[src/sv/cps_pkg.sv]
// shared types and constants for the charger plug sequencer
`timescale 1ns / 1ps

package cps_pkg;

    localparam int PILOT_W   = 12;
    localparam int VOLT_W    = 16;
    localparam int CURR_W    = 8;
    localparam int CFG_IDX_W = 3;
    localparam int CFG_DAT_W = 16;
    localparam int IN_DATA_W  = 48;
    localparam int OUT_DATA_W = 32;

    localparam logic [CFG_IDX_W-1:0] REG_MAX_VOLTAGE   = 3'd0;
    localparam logic [CFG_IDX_W-1:0] REG_MAX_CURRENT   = 3'd1;
    localparam logic [CFG_IDX_W-1:0] REG_RESUME_HYST   = 3'd2;
    localparam logic [CFG_IDX_W-1:0] REG_PLUGGED_LIMIT = 3'd3;
    localparam logic [CFG_IDX_W-1:0] REG_BUTTON_LIMIT  = 3'd4;

    localparam logic [VOLT_W-1:0]  RST_MAX_VOLTAGE   = 16'd4000;
    localparam logic [CURR_W-1:0]  RST_MAX_CURRENT   = 8'd10;
    localparam logic [VOLT_W-1:0]  RST_RESUME_HYST   = 16'd10;
    localparam logic [PILOT_W-1:0] RST_PLUGGED_LIMIT = 12'h900;
    localparam logic [PILOT_W-1:0] RST_BUTTON_LIMIT  = 12'hC80;

    typedef enum logic [2:0] {
        PH_DISCONNECTED = 3'd0,
        PH_BLOCKED      = 3'd1,
        PH_CONNECTED    = 3'd2,
        PH_CHARGING     = 3'd3,
        PH_CHARGED      = 3'd4
    } t_phase;

    typedef enum logic [1:0] {
        PLUG_EMPTY   = 2'd0,
        PLUG_BUTTON  = 2'd1,
        PLUG_PLUGGED = 2'd2
    } t_plug;

    typedef struct packed {
        logic [VOLT_W-1:0]  max_voltage;
        logic [CURR_W-1:0]  max_current;
        logic [VOLT_W-1:0]  resume_hyst;
        logic [PILOT_W-1:0] plugged_limit;
        logic [PILOT_W-1:0] button_limit;
    } t_cfg;

    typedef struct packed {
        logic [VOLT_W-1:0] cell_voltage_max;
        logic [VOLT_W-1:0] cutoff_voltage;
    } t_volts;

    typedef struct packed {
        logic              relay;
        t_plug             plug;
        t_phase            phase;
        logic [VOLT_W-1:0] voltage;
        logic [CURR_W-1:0] current;
        logic              request;
    } t_state;

endpackage

[src/sv/charger_plug_sequencer.sv]
// top level: input register, state update, result register
// an input goes to the input register, its result to the state register
// throughput: one item per cycle, limited only by the master-side tready
// the state register doubles as the result register and advances only when
// the previous result has been taken
// reset (synchronous, active low) clears both stages, the charger state and
// loads the configuration defaults
`timescale 1ns / 1ps

module charger_plug_sequencer (
    input  logic                              i_clk,
    input  logic                              i_rst_n,
    input  logic                              s_axis_tvalid,
    output logic                              s_axis_tready,
    // pilot_sample, cell_voltage_max, cutoff_voltage
    input  logic [cps_pkg::IN_DATA_W-1:0]     s_axis_tdata,
    output logic                              m_axis_tvalid,
    input  logic                              m_axis_tready,
    // relay_closed, plug_state, charge_state, voltage_setpoint,
    // current_setpoint, charge_request
    output logic [cps_pkg::OUT_DATA_W-1:0]    m_axis_tdata,
    input  logic                              i_cfg_we,
    input  logic [cps_pkg::CFG_IDX_W-1:0]     i_cfg_idx,
    input  logic [cps_pkg::CFG_DAT_W-1:0]     i_cfg_data
);
    import cps_pkg::*;

    t_cfg               w_cfg;
    logic               r_in_valid;
    logic [PILOT_W-1:0] r_pilot;
    t_volts             r_volts;
    logic               r_out_valid;
    t_state             r_state;
    t_state             n_state;
    t_plug              w_plug;
    logic               w_advance;

    cps_cfg_regs u_cfg (
        .i_clk      (i_clk),
        .i_rst_n    (i_rst_n),
        .i_cfg_we   (i_cfg_we),
        .i_cfg_idx  (i_cfg_idx),
        .i_cfg_data (i_cfg_data),
        .o_cfg      (w_cfg)
    );

    cps_classify u_classify (
        .i_pilot         (r_pilot),
        .i_plugged_limit (w_cfg.plugged_limit),
        .i_button_limit  (w_cfg.button_limit),
        .o_plug          (w_plug)
    );

    cps_step u_step (
        .i_plug  (w_plug),
        .i_volts (r_volts),
        .i_cfg   (w_cfg),
        .i_state (r_state),
        .o_state (n_state)
    );

    assign w_advance     = r_in_valid && (!r_out_valid || m_axis_tready);
    assign s_axis_tready = !r_in_valid || w_advance;

    always_ff @(posedge i_clk) begin
        if (!i_rst_n) begin
            r_in_valid <= 1'b0;
        end else if (s_axis_tready) begin
            r_in_valid <= s_axis_tvalid;
        end
    end

    always_ff @(posedge i_clk) begin
        if (s_axis_tready && s_axis_tvalid) begin
            r_pilot                  <= s_axis_tdata[11:0];
            r_volts.cell_voltage_max <= s_axis_tdata[27:12];
            r_volts.cutoff_voltage   <= s_axis_tdata[43:28];
        end
    end

    always_ff @(posedge i_clk) begin
        if (!i_rst_n) begin
            r_out_valid     <= 1'b0;
            r_state.relay   <= 1'b0;
            r_state.plug    <= PLUG_EMPTY;
            r_state.phase   <= PH_DISCONNECTED;
            r_state.voltage <= '0;
            r_state.current <= '0;
            r_state.request <= 1'b0;
        end else begin
            if (w_advance) begin
                r_out_valid <= 1'b1;
                r_state     <= n_state;
            end else if (m_axis_tready) begin
                r_out_valid <= 1'b0;
            end
        end
    end

    assign m_axis_tvalid = r_out_valid;
    assign m_axis_tdata  = {1'b0, r_state.request, r_state.current, r_state.voltage,
                            r_state.phase, r_state.plug, r_state.relay};

    a_relay_matches_request: assert property (@(posedge i_clk) disable iff (!i_rst_n)
        r_state.relay == r_state.request)
        else $error("relay and charge request disagree");

    a_charging_needs_relay: assert property (@(posedge i_clk) disable iff (!i_rst_n)
        (r_state.phase == PH_CHARGING || r_state.phase == PH_CHARGED) |-> r_state.relay)
        else $error("charging phase with relay open");

    a_current_only_charging: assert property (@(posedge i_clk) disable iff (!i_rst_n)
        (r_state.current != '0) |-> (r_state.phase == PH_CHARGING))
        else $error("current setpoint outside charging");

    a_stall_blocks_input: assert property (@(posedge i_clk) disable iff (!i_rst_n)
        (r_in_valid && r_out_valid && !m_axis_tready) |-> !s_axis_tready)
        else $error("input taken while both stages are full");

    a_state_holds_on_stall: assert property (@(posedge i_clk) disable iff (!i_rst_n)
        (r_out_valid && !m_axis_tready) |=> $stable(r_state))
        else $error("state changed while result waits");

endmodule

[src/sv/cps_cfg_regs.sv]
// configuration register file
`timescale 1ns / 1ps

module cps_cfg_regs (
    input  logic                             i_clk,
    input  logic                             i_rst_n,
    input  logic                             i_cfg_we,
    input  logic [cps_pkg::CFG_IDX_W-1:0]    i_cfg_idx,
    input  logic [cps_pkg::CFG_DAT_W-1:0]    i_cfg_data,
    output cps_pkg::t_cfg                    o_cfg
);
    import cps_pkg::*;

    t_cfg r_cfg;
    t_cfg n_cfg;

    always_comb begin
        n_cfg = r_cfg;
        if (i_cfg_we) begin
            case (i_cfg_idx)
                REG_MAX_VOLTAGE:   n_cfg.max_voltage   = i_cfg_data;
                REG_MAX_CURRENT:   n_cfg.max_current   = i_cfg_data[CURR_W-1:0];
                REG_RESUME_HYST:   n_cfg.resume_hyst   = i_cfg_data;
                REG_PLUGGED_LIMIT: n_cfg.plugged_limit = i_cfg_data[PILOT_W-1:0];
                REG_BUTTON_LIMIT:  n_cfg.button_limit  = i_cfg_data[PILOT_W-1:0];
                default:           n_cfg = r_cfg;
            endcase
        end
    end

    always_ff @(posedge i_clk) begin
        if (!i_rst_n) begin
            r_cfg.max_voltage   <= RST_MAX_VOLTAGE;
            r_cfg.max_current   <= RST_MAX_CURRENT;
            r_cfg.resume_hyst   <= RST_RESUME_HYST;
            r_cfg.plugged_limit <= RST_PLUGGED_LIMIT;
            r_cfg.button_limit  <= RST_BUTTON_LIMIT;
        end else begin
            r_cfg <= n_cfg;
        end
    end

    assign o_cfg = r_cfg;

endmodule

[src/sv/cps_classify.sv]
// proximity pilot classifier
`timescale 1ns / 1ps

module cps_classify (
    input  logic [cps_pkg::PILOT_W-1:0] i_pilot,
    input  logic [cps_pkg::PILOT_W-1:0] i_plugged_limit,
    input  logic [cps_pkg::PILOT_W-1:0] i_button_limit,
    output cps_pkg::t_plug              o_plug
);
    import cps_pkg::*;

    always_comb begin
        if (i_pilot <= i_button_limit && i_pilot > i_plugged_limit) begin
            o_plug = PLUG_BUTTON;
        end else if (i_pilot <= i_plugged_limit) begin
            o_plug = PLUG_PLUGGED;
        end else begin
            o_plug = PLUG_EMPTY;
        end
    end

endmodule

[src/sv/cps_step.sv]
// next charger state from plug class, voltages and present state
`timescale 1ns / 1ps

module cps_step (
    input  cps_pkg::t_plug  i_plug,
    input  cps_pkg::t_volts i_volts,
    input  cps_pkg::t_cfg   i_cfg,
    input  cps_pkg::t_state i_state,
    output cps_pkg::t_state o_state
);
    import cps_pkg::*;

    logic [VOLT_W:0] w_resume_sum;
    logic            w_resume;
    logic            w_cutoff;

    // cell < cutoff - hyst (signed) rewritten as cell + hyst < cutoff
    assign w_resume_sum = {1'b0, i_volts.cell_voltage_max} + {1'b0, i_cfg.resume_hyst};
    assign w_resume     = w_resume_sum < {1'b0, i_volts.cutoff_voltage};
    assign w_cutoff     = i_volts.cell_voltage_max >= i_volts.cutoff_voltage;

    always_comb begin
        o_state = i_state;
        case (i_plug)
            PLUG_BUTTON: begin
                o_state.plug    = PLUG_BUTTON;
                o_state.current = '0;
                o_state.voltage = '0;
                o_state.phase   = PH_BLOCKED;
            end
            PLUG_PLUGGED: begin
                o_state.plug = PLUG_PLUGGED;
                case (i_state.phase)
                    PH_DISCONNECTED, PH_BLOCKED, PH_CONNECTED: begin
                        o_state.relay   = 1'b1;
                        o_state.voltage = i_cfg.max_voltage;
                        o_state.request = 1'b1;
                        o_state.phase   = PH_CHARGING;
                    end
                    PH_CHARGING: begin
                        if (w_cutoff) begin
                            o_state.phase   = PH_CHARGED;
                            o_state.voltage = '0;
                            o_state.current = '0;
                        end else if (i_state.current < i_cfg.max_current) begin
                            o_state.current = i_state.current + 1'b1;
                        end
                    end
                    PH_CHARGED: begin
                        if (w_resume) begin
                            o_state.phase = PH_CHARGING;
                        end
                    end
                    default: o_state = i_state;
                endcase
            end
            default: begin
                o_state.relay   = 1'b0;
                o_state.plug    = PLUG_EMPTY;
                o_state.current = '0;
                o_state.voltage = '0;
                o_state.request = 1'b0;
                o_state.phase   = PH_DISCONNECTED;
            end
        endcase
    end

endmodule
[config.mk]
export PLATFORM = sky130hd
export DESIGN_NAME = charger_plug_sequencer
export DESIGN_NICKNAME = d
export VERILOG_FILES = /design/src/sv/cps_pkg.sv /design/src/sv/charger_plug_sequencer.sv /design/src/sv/cps_cfg_regs.sv /design/src/sv/cps_classify.sv /design/src/sv/cps_step.sv
export SDC_FILE = /design/constraint.sdc
export NUM_CORES = 1
export LEC_CHECK = 0
export ABC_AREA = 1
export ABC_CLOCK_PERIOD_IN_PS = 4350
export BUFFER_PORTS_ARGS = -buffer_cell sky130_fd_sc_hd__buf_2
export CORE_UTILIZATION = 42
export CTS_CLUSTER_DIAMETER = 100
export CTS_CLUSTER_SIZE = 10
export DETAILED_ROUTE_END_ITERATION = 6
export PLACE_DENSITY = 0.6
export SYNTH_ARGS = -nofsm -noshare
export SYNTH_HDL_FRONTEND = slang
export SYNTH_SLANG_ARGS = --single-unit
export TNS_END_PERCENT = 100
[constraint.sdc]
create_clock -name i_clk -period 4.35 [get_ports i_clk]
set_input_delay 0.435 -clock i_clk [delete_from_list [all_inputs] [get_ports i_clk]]
set_output_delay 0.435 -clock i_clk [all_outputs]
set_load 0.05 [all_outputs]
==> results.md <==
Final layout:
- The top cell types in the final layout, fill and taps aside, are 122 x sky130_fd_sc_hd__nand2_1, 113 x sky130_fd_sc_hd__nor2_1, 100 x sky130_fd_sc_hd__buf_2.
- For this run, the share of the core covered by cells in the final layout is 0.512.
- Leaving out fill and tap cells, the most frequent cell in the layout is sky130_fd_sc_hd__nand2_1.
- In the final layout, the share of cells above drive strength 1 is 0.178.
- After routing the design area is 0.00862 mm².
- 0 antenna diodes ended up in the layout.
- The net total in the final layout is 1110.
- The area growth from synthesis to layout is 17.5%.

Setup path:
- The delay of the slowest cell on the worst path is 0.41 ns.
- In this run the worst path has a maximum fanout of 4.
- The critical path is of the reg -> reg type.
- The most numerous cell on the critical path is sky130_fd_sc_hd__nand2_1.
- In this run the critical register-to-register path is launched from r_volts[18]$_DFFE_PP_.
- The number of cells traversed by the worst register-to-register path is 27.
- Following the worst setup path forward leads to its endpoint at m_axis_tdata[4]$_SDFFE_PN0P_.
- For flop-to-flop paths, the worst setup slack is 0.85 ns.
- The required arrival time at the worst endpoint is 4.71 ns.
- The most critical setup path has its startpoint at r_volts[18]$_DFFE_PP_.
- The master of the slowest instance on the critical path is sky130_fd_sc_hd__edfxtp_1.
- The nature of the critical path endpoint is a flip-flop.
- The arrival time reported for the critical path endpoint is 3.87 ns.
- In this run the critical register-to-register path is captured at m_axis_tdata[4]$_SDFFE_PN0P_.
- The worst setup path is launched from a flip-flop.

Global route:
- The initial antenna violation count is 0.
- The global-route usage over all layers is 0.198.
- The residual overflow from global routing is 0.
- The via count of the first global-routing pass came to 5576.
- The wire length of the first global-routing pass is 27500 µm.
- Entering global routing, the biggest net connects 48 pins.

STA:
- Across the routed clock network, the largest skew measured is 0.00876 ns.
- The worst hold margin is 0.185 ns.
- The clock period minus worst slack is 3.50 ns.
- For the pin with the worst max-slew slack, the measured transition is 0.986 ns.
- The top achievable clock speed is 285 MHz.
- The relative slew slack is 0.343.
- The final worst-path cycle share is 0.806.
- The max-slew violation count is 0.
- Setup violations remaining at the end of the flow were counted as 0.
- The final sum of negative setup slack is 0 ns.
- The final count of hold timing violations is 0.
- Setup repair after global routing left no endpoint under its margin.

CTS:
- The clock passes through at most 2 buffers.
- The number of buffers inserted by hold repair at cts is 0.
- The clock drives 140 sinks.
- The post-cts gate resize count is 0.
- The count of buffers added by post-CTS timing repair for setup is 0.
- Clock-pin slew was measured on the worst setup and hold paths at 0.06 ns.
- The clock latency on the worst-skew pair is 0.43 ns.
- TritonCTS built the clock tree.
- The deepest level of the CTS H-tree is 4.
- The CTS root buffer is sky130_fd_sc_hd__clkbuf_16.
- The TritonCTS buffer count is 17.

Floorplan:
- The die width is 134 µm.
- The area of the die is 0.0180 mm².
- The initial core utilization is 0.436.
- The row count is 47.
- In this run the vertical extent of the chip is 134 µm.
- In this run the count of I/O pins placed on the die edge is 106.
- The core box area is 0.0168 mm².

Placement:
- The half-perimeter wire length after placement is 12300 µm.
- The final RePlAce weighted congestion is 0.819.
- In this run the tool buffered the top-level ports with 100 buffer cells.
- Summing all placed instances gives a cell area of 0.00800 mm².

Synthesis:
- The synthesized design contains 44 enable-type register cells.
- The mapped netlist covers 0.00734 mm².
- Among all flip-flop cells after synthesis, the most frequent one is sky130_fd_sc_hd__dfxtp_1.
- The post-synth net total is 1011.
- The number of standard cells after synthesis is 859.
- The count of warnings emitted by yosys is 0.
- Counting flops with an async set or reset pin after synthesis yields a share of 0.
- The mean post-synth cell area is 8.54 µm².
- Of the synthesized area, sequential elements account for 0.442.
- The total of flip-flops plus latches after synthesis is 140.
- After synthesis, the netlist uses 48 different library cells.

Routing:
- Across all layers, the routed design uses 5828 vias.
- After detailed routing, the average wire length per cell comes to 14.1 µm.
- Dividing the detail-routed via count by the number of cells gives 4.89.
- The number of design-rule violations left by the first detailed-router iteration is 345.
- The final routed DRC violation total is 0.
- Before antenna repair, the detailed router went through 5 iterations.
- The detail route stage leaves a number of antenna-violating nets equal to 0.
- Summed over all layers, the routed wires come to 16800 µm.

Power:
- For this design the static power due to leakage is 4.09 nW.
- The peak supply drop is 0.000286 V.
- For this design the ratio of total power to cell area is 414 mW/mm².

Hold path:
- The worst hold path cell count is 1.
- The type of the most critical hold path is in -> reg.

Outcome:
- The flow ran to the end, and the final reports show no timing, DRC or antenna violations.

Run:
- The max-capacitance violation count is 0.
==> flip-flops by register name, indices dropped and copies added, names as in the netlist <==
name and count:
r_volts 32, r_pilot 12, u_cfg.o_cfg 64, m_axis_tdata 30, r_in_valid 1, m_axis_tvalid 1
==> area by class of cell <==
class | count | area [µm²]
timing repair buffer | 103 | 523
inverter | 105 | 402
sequential | 140 | 3240
clock inverter | 11 | 124
fill | 1639 | 8200
clock buffer | 21 | 493
multi-input combinational | 591 | 3560
tap | 220 | 275
==> logic make-up after synthesis <==
family / Yosys count / synth area share
xor+xnor: 18 / 0.0215
flops: 140 / 0.442
simple gates: 301 / 0.181
fa+ha+maj: 80 / 0.137
compound gates: 191 / 0.144
other cells: 1 / 0.000511
buf+inv: 128 / 0.0730
==> power breakdown <==
part | switching [W] | internal, W | total [W]
Combinational | 0.000396 | 0.000187 | 0.000583
Sequential | 0.0000454 | 0.00142 | 0.00147
Clock | 0.000583 | 0.000933 | 0.00152
==> worst min path at each step <==
stage / start / endpoint / slack (ns)
finish: s_axis_tdata[6] / r_pilot[6]$_DFFE_PP_ / 0.19
global route: s_axis_tdata[8] / r_pilot[8]$_DFFE_PP_ / 0.16
CTS: s_axis_tdata[6] / r_pilot[6]$_DFFE_PP_ / 0.16
detailed placement: u_cfg.o_cfg[18]$_SDFFE_PN0P_ / u_cfg.o_cfg[18]$_SDFFE_PN0P_ / 0.45
global placement: u_cfg.o_cfg[15]$_SDFFE_PN0P_ / u_cfg.o_cfg[15]$_SDFFE_PN0P_ / 0.45
floorplan: u_cfg.o_cfg[27]$_SDFFE_PN1P_ / u_cfg.o_cfg[27]$_SDFFE_PN1P_ / 0.43
==> layer usage <==
| metal | up-vias | wire, µm | track usage |
|---|---|---|---|
| li1 | 3070 | - | - |
| met1 | 2641 | 8200 | 0.262 |
| met2 | 101 | 7720 | 0.324 |
| met3 | 16 | 649 | 0.0431 |
| met4 | 0 | 208 | 0.0581 |
| met5 | - | 0 | 0 |
==> per-stage QoR <==
stage / instances / power, W / worst slack (ns)
2_1_floorplan: 859 / 0.00193 / 1.42
3_3_place_gp: 1159 / 0.00207 / 0.880
3_5_place_dp: 1159 / 0.00208 / 0.818
4_1_cts: 1191 / 0.00360 / 0.811
5_1_grt: 1191 / 0.00374 / 0.345
6_report: 1191 / 0.00357 / 0.845
==> cell usage after synthesis (6+ instances only) <==
cell                       number  area [µm²]
sky130_fd_sc_hd__nand2_1      122         458
sky130_fd_sc_hd__nor2_1       113         424
sky130_fd_sc_hd__inv_1         98         368
sky130_fd_sc_hd__dfxtp_1       96        1920
sky130_fd_sc_hd__ha_1          79         988
sky130_fd_sc_hd__a21oi_1       73         365
sky130_fd_sc_hd__o21ai_0       70         350
sky130_fd_sc_hd__edfxtp_1      44        1320
sky130_fd_sc_hd__nand3_1       32         160
sky130_fd_sc_hd__clkbuf_1      16        60.1
sky130_fd_sc_hd__o21ai_1       16        80.1
sky130_fd_sc_hd__xor2_1        13         114
sky130_fd_sc_hd__a21oi_2       10        87.6
sky130_fd_sc_hd__o211ai_1       7        52.6
sky130_fd_sc_hd__nor3_1         6        30.0
==> critical path, delay by kind of cell (launching register included) <==
kind / cells / cell delay [ns]
AND/OR/NAND/NOR: 21 / 1.75
AO/OA/AOI/OAI: 3 / 0.59
adder cells (fa/ha/maj): 2 / 0.63
buffers and inverters: 1 / 0.07
flip-flops: 1 / 0.41
No activity file was read; power rests on OpenSTA's default activity.
